## src/rtl/grm_pkg.sv

```systemverilog
// shared types and constants of the grid ray march block
// used by the top level, the direction unit, the axis trackers and the checker
package grm_pkg;

	// stream widths
	localparam int S_TDATA_W = 48;
	localparam int M_TDATA_W = 16;

	// field widths
	localparam int ORIGIN_W = 17;
	localparam int ANGLE_W  = 12;
	localparam int DIST_W   = 10;
	localparam int WALL_W   = 25;
	localparam int CELL_SZ_W = 8;
	localparam int LIMIT_W  = 10;
	localparam int CFG_ADDR_W = 2;

	// internal widths
	localparam int POS_W   = ORIGIN_W + 8;   // origin in q16
	localparam int SPAN_W  = CELL_SZ_W + 16; // cell edge in q16
	localparam int REM_W   = SPAN_W + 2;     // signed remainder inside a cell
	localparam int DIR_W   = 18;             // q16 unit vector component
	localparam int CORD_W  = 32;             // q30 rotator datapath
	localparam int ITER_W  = 4;
	localparam int STEP_W  = DIST_W + 1;     // step count up to limit plus one
	localparam int IDX_W   = 7;              // wall bit index, grid up to 11 by 11

	localparam logic [ITER_W-1:0] ITER_LAST = 4'd15;
	localparam logic signed [CORD_W-1:0] CORD_X0 = 32'sd652032875;

	// register reset values
	localparam logic [WALL_W-1:0]    WALL_MAP_RST     = 25'd24700296;
	localparam logic [CELL_SZ_W-1:0] CELL_SIZE_RST    = 8'd50;
	localparam logic [LIMIT_W-1:0]   RENDER_LIMIT_RST = 10'd250;

	// register indexes
	typedef enum logic [CFG_ADDR_W-1:0] {
		REG_WALL_MAP     = 2'd0,
		REG_CELL_SIZE    = 2'd1,
		REG_RENDER_LIMIT = 2'd2
	} cfg_reg_t;

	// axis tracker status
	typedef struct packed {
		logic busy;
		logic in_grid;
	} axis_stat_t;

	// arctangent of 2^-i in 1/2^32 turn
	function automatic logic signed [CORD_W-1:0] arc_of(input logic [ITER_W-1:0] i);
		logic signed [CORD_W-1:0] a;
		case (i)
			4'd0:  a = 32'sd536870912;
			4'd1:  a = 32'sd316933406;
			4'd2:  a = 32'sd167458907;
			4'd3:  a = 32'sd85004756;
			4'd4:  a = 32'sd42667331;
			4'd5:  a = 32'sd21354465;
			4'd6:  a = 32'sd10679838;
			4'd7:  a = 32'sd5340245;
			4'd8:  a = 32'sd2670163;
			4'd9:  a = 32'sd1335087;
			4'd10: a = 32'sd667544;
			4'd11: a = 32'sd333772;
			4'd12: a = 32'sd166886;
			4'd13: a = 32'sd83443;
			4'd14: a = 32'sd41722;
			4'd15: a = 32'sd20861;
			default: a = '0;
		endcase
		return a;
	endfunction

endpackage

```

## src/rtl/grid_ray_march_distance.sv

```systemverilog
// top level of the grid ray march block: configuration registers, sequencer, output register
// depends on grm_pkg, grm_cordic and grm_axis
//
// A ray item enters with its origin (q8) and a 12-bit binary angle; one result item leaves
// with a hit flag and the step count to the first wall cell, or a miss with distance zero.
// The block takes one ray at a time and is not ready while a ray is in flight. The direction
// comes from a 16-pass iterative rotator plus a rounding step; the start cell search runs
// beside it. The march then examines one position per cycle, so a ray that runs to the end
// examines render_limit + 1 positions and then gives up, and the done state moves the result
// into the output register once that is free or being emptied. A new ray is taken while
// the previous result still waits in the output register.
module grid_ray_march_distance import grm_pkg::*; #(
	parameter int MAP_COLS = 5,
	parameter int MAP_ROWS = 5
) (
	input  logic                   clk,
	input  logic                   arst_n,
	// ray items
	input  logic                   s_tvalid,
	output logic                   s_tready,
	input  logic [S_TDATA_W-1:0]   s_tdata,   // origin_x[16:0], origin_y[33:17], ray_angle[45:34], zero pad
	// result items
	output logic                   m_tvalid,
	input  logic                   m_tready,
	output logic [M_TDATA_W-1:0]   m_tdata,   // hit[0], distance[10:1], zero pad
	// register writes
	input  logic                   cfg_we,
	input  logic [CFG_ADDR_W-1:0]  cfg_addr,
	input  logic [WALL_W-1:0]      cfg_wdata
);

	localparam int CX_W = $clog2(MAP_COLS + 1);
	localparam int CY_W = $clog2(MAP_ROWS + 1);

	typedef enum logic [3:0] {
		ST_IDLE  = 4'b0001,
		ST_DIR   = 4'b0010,
		ST_MARCH = 4'b0100,
		ST_DONE  = 4'b1000
	} state_t;

	state_t state_q;

	// configuration registers
	logic [WALL_W-1:0]    wall_map_q;
	logic [CELL_SZ_W-1:0] cell_size_q;
	logic [LIMIT_W-1:0]   render_limit_q;

	// ray in flight
	logic [STEP_W-1:0]    n_q;
	logic                 res_hit_q;
	logic [DIST_W-1:0]    res_dist_q;

	// output register
	logic                 m_tvalid_q;
	logic                 m_hit_q;
	logic [DIST_W-1:0]    m_dist_q;

	logic                 accept, dir_valid, step_en, over_limit, outside, wall;
	logic signed [DIR_W-1:0] dx, dy;
	logic [SPAN_W-1:0]    span;
	logic [CELL_SZ_W-1:0] cs_eff;
	axis_stat_t           stat_x, stat_y;
	logic [CX_W-1:0]      cell_x;
	logic [CY_W-1:0]      cell_y;
	logic [IDX_W-1:0]     idx;

	assign accept   = s_tvalid && s_tready;
	assign s_tready = (state_q == ST_IDLE);

	// a zero cell size acts as one
	assign cs_eff = (cell_size_q == '0) ? CELL_SZ_W'(1) : cell_size_q;
	assign span   = {cs_eff, 16'b0};

	grm_cordic u_cordic (
		.clk    (clk),
		.arst_n (arst_n),
		.start  (accept),
		.angle  (s_tdata[2*ORIGIN_W +: ANGLE_W]),
		.valid  (dir_valid),
		.dx     (dx),
		.dy     (dy)
	);

	grm_axis #(.COUNT(MAP_COLS)) u_axis_x (
		.clk     (clk),
		.arst_n  (arst_n),
		.load    (accept),
		.pos     ($signed({s_tdata[0 +: ORIGIN_W], 8'b0})),
		.step    (step_en),
		.d       (dx),
		.span    (span),
		.stat    (stat_x),
		.cell_no (cell_x)
	);

	grm_axis #(.COUNT(MAP_ROWS)) u_axis_y (
		.clk     (clk),
		.arst_n  (arst_n),
		.load    (accept),
		.pos     ($signed({s_tdata[ORIGIN_W +: ORIGIN_W], 8'b0})),
		.step    (step_en),
		.d       (dy),
		.span    (span),
		.stat    (stat_y),
		.cell_no (cell_y)
	);

	// per-step decision: limit first, then grid bounds, then wall
	always_comb begin
		over_limit = n_q > {1'b0, render_limit_q};
		outside    = !stat_x.in_grid || !stat_y.in_grid;
		idx        = IDX_W'(cell_y) * IDX_W'(MAP_COLS) + IDX_W'(cell_x);
		// bits past the wall map are never walls
		wall       = (idx < IDX_W'(WALL_W)) && wall_map_q[idx[4:0]];
		step_en    = (state_q == ST_MARCH) && !over_limit && !outside && !wall;
	end

	// register writes, indexes past the list are dropped
	always_ff @(posedge clk or negedge arst_n) begin
		if (!arst_n) begin
			wall_map_q     <= WALL_MAP_RST;
			cell_size_q    <= CELL_SIZE_RST;
			render_limit_q <= RENDER_LIMIT_RST;
		end else if (cfg_we) begin
			case (cfg_addr)
				REG_WALL_MAP:     wall_map_q     <= cfg_wdata;
				REG_CELL_SIZE:    cell_size_q    <= cfg_wdata[CELL_SZ_W-1:0];
				REG_RENDER_LIMIT: render_limit_q <= cfg_wdata[LIMIT_W-1:0];
				default: ;
			endcase
		end
	end

	// sequencer
	always_ff @(posedge clk or negedge arst_n) begin
		if (!arst_n) begin
			state_q    <= ST_IDLE;
			m_tvalid_q <= 1'b0;
		end else begin
			// output register filled from the done state, emptied when taken
			if (state_q == ST_DONE && (!m_tvalid_q || m_tready)) begin
				m_tvalid_q <= 1'b1;
			end else if (m_tvalid_q && m_tready) begin
				m_tvalid_q <= 1'b0;
			end
			case (state_q)
				ST_IDLE: begin
					if (accept) begin
						state_q <= ST_DIR;
					end
				end
				ST_DIR: begin
					// start cell search is shorter than the rotator, both must be done
					if (dir_valid && !stat_x.busy && !stat_y.busy) begin
						state_q <= ST_MARCH;
					end
				end
				ST_MARCH: begin
					if (over_limit || outside || wall) begin
						state_q <= ST_DONE;
					end
				end
				ST_DONE: begin
					if (!m_tvalid_q || m_tready) begin
						state_q <= ST_IDLE;
					end
				end
				default: state_q <= ST_IDLE;
			endcase
		end
	end

	// step count and result payload
	always_ff @(posedge clk) begin
		if (state_q == ST_DIR) begin
			n_q <= '0;
		end else if (step_en) begin
			n_q <= n_q + STEP_W'(1);
		end
		if (state_q == ST_MARCH) begin
			res_hit_q  <= !over_limit && !outside && wall;
			res_dist_q <= (!over_limit && !outside && wall) ? n_q[DIST_W-1:0] : '0;
		end
		if (state_q == ST_DONE && (!m_tvalid_q || m_tready)) begin
			m_hit_q  <= res_hit_q;
			m_dist_q <= res_dist_q;
		end
	end

	assign m_tvalid = m_tvalid_q;
	assign m_tdata  = {(M_TDATA_W - DIST_W - 1)'(0), m_dist_q, m_hit_q};

endmodule

```

## src/rtl/grm_cordic.sv

```systemverilog
// iterative rotator: one shared add/shift stage, sixteen passes, then rounding to q16
// and quadrant mapping; depends on grm_pkg
module grm_cordic import grm_pkg::*; (
	input  logic                     clk,
	input  logic                     arst_n,
	input  logic                     start,
	input  logic [ANGLE_W-1:0]       angle,
	output logic                     valid,
	output logic signed [DIR_W-1:0]  dx,
	output logic signed [DIR_W-1:0]  dy
);

	logic signed [CORD_W-1:0] x_q, y_q, z_q;
	logic [ITER_W-1:0]        iter_q;
	logic [1:0]               quad_q;
	logic                     run_q, round_q, valid_q;
	logic signed [DIR_W-1:0]  dx_q, dy_q;

	logic signed [CORD_W-1:0] xs, ys, x_nx, y_nx, z_nx;
	logic signed [DIR_W-1:0]  c, s;

	// shift with truncation toward zero
	function automatic logic signed [CORD_W-1:0] shr0(input logic signed [CORD_W-1:0] v,
		input logic [ITER_W-1:0] sh);
		logic signed [CORD_W-1:0] bias;
		bias = v[CORD_W-1] ? $signed((CORD_W'(1) << sh) - CORD_W'(1)) : '0;
		return (v + bias) >>> sh;
	endfunction

	// magnitude rounded half up from q30 to q16, sign restored
	function automatic logic signed [DIR_W-1:0] to_q16(input logic signed [CORD_W-1:0] v);
		logic [CORD_W-1:0] m;
		logic [CORD_W-1:0] sum;
		logic [DIR_W-1:0]  q;
		m   = v[CORD_W-1] ? CORD_W'(-v) : CORD_W'(v);
		sum = m + CORD_W'(8192);
		q   = sum[14 +: DIR_W];
		return v[CORD_W-1] ? -$signed(q) : $signed(q);
	endfunction

	always_comb begin
		xs = shr0(x_q, iter_q);
		ys = shr0(y_q, iter_q);
		if (!z_q[CORD_W-1]) begin
			x_nx = x_q - ys;
			y_nx = y_q + xs;
			z_nx = z_q - arc_of(iter_q);
		end else begin
			x_nx = x_q + ys;
			y_nx = y_q - xs;
			z_nx = z_q + arc_of(iter_q);
		end
		c = to_q16(x_q);
		s = to_q16(y_q);
	end

	always_ff @(posedge clk or negedge arst_n) begin
		if (!arst_n) begin
			run_q   <= 1'b0;
			round_q <= 1'b0;
			valid_q <= 1'b0;
		end else if (start) begin
			run_q   <= 1'b1;
			round_q <= 1'b0;
			valid_q <= 1'b0;
		end else if (run_q) begin
			if (iter_q == ITER_LAST) begin
				run_q   <= 1'b0;
				round_q <= 1'b1;
			end
		end else if (round_q) begin
			round_q <= 1'b0;
			valid_q <= 1'b1;
		end
	end

	always_ff @(posedge clk) begin
		if (start) begin
			x_q    <= CORD_X0;
			y_q    <= '0;
			z_q    <= $signed(CORD_W'({angle[ANGLE_W-3:0], 20'b0}));
			iter_q <= '0;
			quad_q <= angle[ANGLE_W-1 -: 2];
		end else if (run_q) begin
			x_q    <= x_nx;
			y_q    <= y_nx;
			z_q    <= z_nx;
			iter_q <= iter_q + ITER_W'(1);
		end
		if (round_q) begin
			case (quad_q)
				2'd0: begin dx_q <= c;  dy_q <= s;  end
				2'd1: begin dx_q <= -s; dy_q <= c;  end
				2'd2: begin dx_q <= -c; dy_q <= -s; end
				default: begin dx_q <= s; dy_q <= -c; end
			endcase
		end
	end

	assign valid = valid_q;
	assign dx    = dx_q;
	assign dy    = dy_q;

endmodule

```

## src/rtl/grm_axis.sv

```systemverilog
// one axis of the ray position kept as cell number plus remainder inside the cell
// short search on load, then one signed add and compare per step; depends on grm_pkg
module grm_axis import grm_pkg::*; #(
	parameter int COUNT = 5
) (
	input  logic                            clk,
	input  logic                            arst_n,
	input  logic                            load,
	input  logic signed [POS_W-1:0]         pos,
	input  logic                            step,
	input  logic signed [DIR_W-1:0]         d,
	input  logic [SPAN_W-1:0]               span,
	output axis_stat_t                      stat,
	output logic [$clog2(COUNT+1)-1:0]      cell_no
);

	localparam int K_W = $clog2(COUNT + 1) + 1;
	localparam int C_W = K_W - 1;
	localparam logic signed [K_W-1:0] K_MAX  = K_W'(COUNT);
	localparam logic signed [K_W-1:0] K_ONE  = K_W'(1);
	localparam logic signed [K_W-1:0] K_NEG1 = '1;
	localparam logic signed [K_W-1:0] K_NEG2 = K_NEG1 - K_ONE;

	logic signed [REM_W-1:0] r_q;
	logic signed [K_W-1:0]   k_q;
	logic                    busy_q;

	logic signed [REM_W-1:0] span_e, pos_e, lsum, rs;

	always_comb begin
		span_e = $signed({2'b0, span});
		pos_e  = REM_W'(pos);
		lsum   = pos_e + span_e;
		rs     = r_q + REM_W'(d);
	end

	// busy is control state; remainder and cell number are data
	always_ff @(posedge clk or negedge arst_n) begin
		if (!arst_n) begin
			busy_q <= 1'b0;
		end else if (load) begin
			busy_q <= !pos[POS_W-1];
		end else if (busy_q && !(r_q >= span_e && k_q < K_MAX)) begin
			busy_q <= 1'b0;
		end
	end

	always_ff @(posedge clk) begin
		if (load) begin
			if (pos[POS_W-1]) begin
				// inside (-span, 0) truncates into cell 0, further down is outside
				r_q <= lsum;
				k_q <= (lsum > 0) ? K_NEG1 : K_NEG2;
			end else begin
				r_q <= pos_e;
				k_q <= '0;
			end
		end else if (busy_q) begin
			if (r_q >= span_e && k_q < K_MAX) begin
				r_q <= r_q - span_e;
				k_q <= k_q + K_ONE;
			end
		end else if (step) begin
			if (rs >= span_e) begin
				r_q <= rs - span_e;
				k_q <= k_q + K_ONE;
			end else if (rs[REM_W-1]) begin
				r_q <= rs + span_e;
				k_q <= k_q - K_ONE;
			end else begin
				r_q <= rs;
			end
		end
	end

	assign stat.busy    = busy_q;
	assign stat.in_grid = (!k_q[K_W-1] && k_q < K_MAX) || (k_q == K_NEG1 && r_q != '0);
	assign cell_no      = k_q[K_W-1] ? '0 : k_q[C_W-1:0];

endmodule

```

## config.mk

```make
export PLATFORM = sky130hd
export DESIGN_NAME = grid_ray_march_distance
export DESIGN_NICKNAME = d
export VERILOG_FILES = /design/src/rtl/grm_pkg.sv /design/src/rtl/grid_ray_march_distance.sv /design/src/rtl/grm_cordic.sv /design/src/rtl/grm_axis.sv
export SDC_FILE = /design/constraint.sdc
export NUM_CORES = 2
export LEC_CHECK = 0
export BUFFER_PORTS_ARGS = -buffer_cell sky130_fd_sc_hd__buf_2
export CAP_MARGIN = 20
export CORE_MARGIN = 1
export CORE_UTILIZATION = 35
export CTS_CLUSTER_SIZE = 10
export DETAILED_ROUTE_END_ITERATION = 8
export SLEW_MARGIN = 20
export SYNTH_ARGS = -nofsm -noshare
export SYNTH_HDL_FRONTEND = slang
export SYNTH_HIERARCHICAL = 1
export SYNTH_SLANG_ARGS = --single-unit
```

## constraint.sdc

```tcl
create_clock -name clk -period 26.6 [get_ports clk]
set_clock_uncertainty 0.15 [all_clocks]
set_input_delay 5.32 -clock clk [delete_from_list [all_inputs] [get_ports clk]]
set_output_delay 5.32 -clock clk [all_outputs]
set_load 0.02 [all_outputs]
```

==> metrics.md <==
| Metric | Value |
|---|---|
| Status | `completed` |
| Syn Inst Count | `6252` |
| Post-Layout Cell Count | `8058` |
| Clk sink count | `314` |
| GRT Util Overall | `23.14%` |
| First-pass GRT wire length | `259800 um` |
| Routed Antenna Nets | `0` |
| DP Worst Slack | `14.71 ns` |
| Number of buffers created by CTS | `44` |
| Synth Flop Type | `dfxtp_1` |
| Vert. Die Dim | `372.7 um` |
| Crit Reg-Reg Startpoint | `u_cordic/iter_q[1]` |
| Hold Buf Count CTS | `0` |
| Critical path's slowest cell | `a2111oi_0` |
| Slowest stage delay, CP | `0.60 ns` |
| PortBufs | `90` |
| Ys Warns | `6` |
| Post-CTS setup buffer count | `0` |
| Top cell type's share of synthesized area | `11.81%` |
| Ys async rst share | `16.88%` |
| Fill cells | `14120` |
| Die Area | `138900 sq um` |
| Largest net degree at the start of global routing | `99` |
| WS Path Type | `reg -> reg` |
| Post-synth EDFFs | `130` |
| Routed WL per cell | `20.88 um` |
| Post-Synthesis Cell Area | `48090 sq um` |
| DP HPWL | `130700 um` |
| Cts repair resizes | `0` |
| Ant diodes | `0` |
| Post-synth cell types | `137` |
| Crit path required time | `26.94 ns` |
| 1st-pass router iterations | `9` |
| Initial antenna violation count | `2` |
| Hold Crit Class | `reg -> reg` |
| Vias/cell | `6.025` |
| Max-Cap Viols | `0` |
| # rows | `135` |
| Post-layout nets | `6794` |
| Yosys top cell by area | `ha_1` |
| Top Ports | `98` |
| Initial Util | `35.37%` |
| Hold path startpoint | `res_dist_q[7]` |
| Final setup fails | `0` |
| Pins over their slew limit | `0` |
| TNS Setup | `0 ns` |
| Via count | `48550` |
| Register area | `7896 sq um` |
| Post-synthesis average cell area | `7.693 sq um` |
| RSZ-0062 raised after global routing | `false` |
| H-tree levels | `2` |
| Max Root-Sink Buffers | `3` |
| Crit share post-route | `44.54%` |
| Kind of end point of the critical path | `flop` |
| Worst setup path startpoint | `u_cordic/iter_q[1]` |
| GP Congestion | `0.9706` |
| CTS tree | `yes` |
| Placed insts | `7979` |
| Final hold viol count | `0` |
| Sequential-to-total area share from yosys stat | `16.38%` |
| Global route overflow | `0` |
| Residual DRC count | `0` |
| Core area | `136000 sq um` |
| Cells taking the most area after synthesis | `ha_1 (12%), edfxtp_1 (8.1%), xnor2_1 (5.6%)` |
| Vias in the first global route | `44840` |
| Multi-input gate area | `38360 sq um` |
| Slew @ Worst Pin | `1.064 ns` |
| Max_slew headroom | `28.86%` |
| Area delta synth->final | `7.617%` |
| Fmax | `0.08441 GHz` |
| Total Wirelength | `168300 um` |
| Die W | `372.7 um` |
| Layout cells sized above 1 | `8.412%` |
| WP data arrival | `12.19 ns` |
| Final WS setup | `14.75 ns` |
| Root Driver | `clkbuf_16` |
| Crit path launch type | `flop` |
| Critical-path maximum fanout | `41` |
| Period minus WS final | `11.85 ns` |
| CTS clk-pin slew, worst paths | `0.06 ns` |
| DRT iter0 DRCs | `4618` |
| Synthesized flop and latch total | `314` |
| Worst-skew pair later-pin latency | `0.65 ns` |
## path summary, 6_finish.rpt
check,endpoint,slack (ns),depth (start not counted)
max in group asynchronous,u_cordic/run_q,20.93,2
worst max-delay path,u_cordic/y_q[31],14.75,41
worst max register to register,u_cordic/y_q[31],14.75,41
worst min-delay path,m_dist_q[7],0.24,0
worst min register to register,m_dist_q[7],0.24,0
min in group asynchronous,u_axis_y/busy_q,4.72,2
## placed cells by master, fill, tap and decap left out, types with 79 or more instances in the layout
| cell type | count |
|---|---|
| conb_1 | 143 |
| buf_2 | 90 |
| nor2_1 | 573 |
| nand2_1 | 458 |
| dfxtp_1 | 124 |
| ha_1 | 454 |
| and3_1 | 94 |
| edfxtp_1 | 130 |
| inv_1 | 243 |
| xor2_1 | 155 |
| mux2_2 | 79 |
| o211ai_1 | 85 |
| a21oi_1 | 537 |
| o21ai_0 | 351 |
| nor3_1 | 185 |
| a211oi_1 | 110 |
| mux2i_1 | 117 |
| xnor2_1 | 308 |
| a21o_1 | 147 |
| nand3_1 | 162 |
## area by class of cell
cell class,count,share of cell area [%]
flip-flops and latches,314,15.26
clock buffers,63,2.422
repair buffers,146,1.683
inverters,252,1.837
clock inverters,16,0.3747
well taps,1781,4.305
multi-input cells,5486,74.12
## through the flow
stage | instance area, sq um | hold WS, ns | util [%]
2_1_floorplan | 48630 | 0.2503 | -
3_3_place_gp | 50300 | 0.2591 | 36.99
3_5_place_dp | 50300 | 0.2545 | 36.99
4_1_cts | 51750 | 0.2243 | 38.06
5_1_grt | 51760 | 0.2566 | 38.06
6_report | 51760 | 0.2391 | 38.06
## synth_stat cells (72+ instances only)
library cell	n
a211oi_1	110
a21o_1	147
a21oi_1	537
a31oi_1	77
and2_1	72
and3_1	94
clkbuf_1	228
dfxtp_1	131
edfxtp_1	130
ha_1	454
inv_1	248
mux2_2	79
mux2i_1	117
nand2_1	458
nand3_1	162
nor2_1	574
nor3_1	186
o211ai_1	85
o21ai_0	352
xnor2_1	309
xor2_1	155
## flip-flops by register name (all words and copies together) (netlist names), 2 cells and up, named ones only
| signal | count |
|---|---|
| u_cordic/x_q | 32 |
| state_q | 4 |
| wall_map_q | 25 |
| u_axis_x/k_q | 4 |
| u_axis_x/r_q | 26 |
| u_cordic/dy | 18 |
| m_dist_q | 10 |
| u_axis_y/k_q | 4 |
| u_cordic/dx | 18 |
| res_dist_q | 10 |
| n_q | 11 |
| u_cordic/iter_q | 4 |
| u_cordic/quad_q | 2 |
| u_cordic/z_q | 32 |
| u_axis_y/r_q | 26 |
| render_limit_q | 10 |
| cell_size_q | 8 |
| u_cordic/y_q | 32 |
## critical path, delay by kind of cell (launching register included)
family / cells / cell delay, ns
simple gates: 12 / 2.70
compound gates: 18 / 4.59
mux: 2 / 0.53
buf+inv: 3 / 1.16
fa+ha+maj: 4 / 1.66
xor+xnor: 2 / 0.44
flops: 1 / 0.48
## cells by family after synthesis
kind of cell | after synthesis | share of synthesized area [%]
xor+xnor | 466 | 8.544
mux | 233 | 5.994
fa+ha+maj | 470 | 12.48
compound gates | 2117 | 30.32
flops | 314 | 16.38
other cells | 1 | 0.007797
buf+inv | 594 | 5.044
simple gates | 2057 | 21.23
## per-layer routing
| metal | GRT usage [%] | vias up | routed length (um) |
|---|---|---|---|
| met2 | 37.08 | 1782 | 74780 |
| met5 | 0 | - | 0 |
| met1 | 31.42 | 23010 | 74990 |
| met4 | 9.364 | 0 | 7170 |
| met3 | 2.673 | 309 | 11320 |
| li1 | - | 23460 | - |
Power is left out: the tool's default activity adds up to more than one toggle a clock period on the data nets, which glitch-free logic cannot reach.
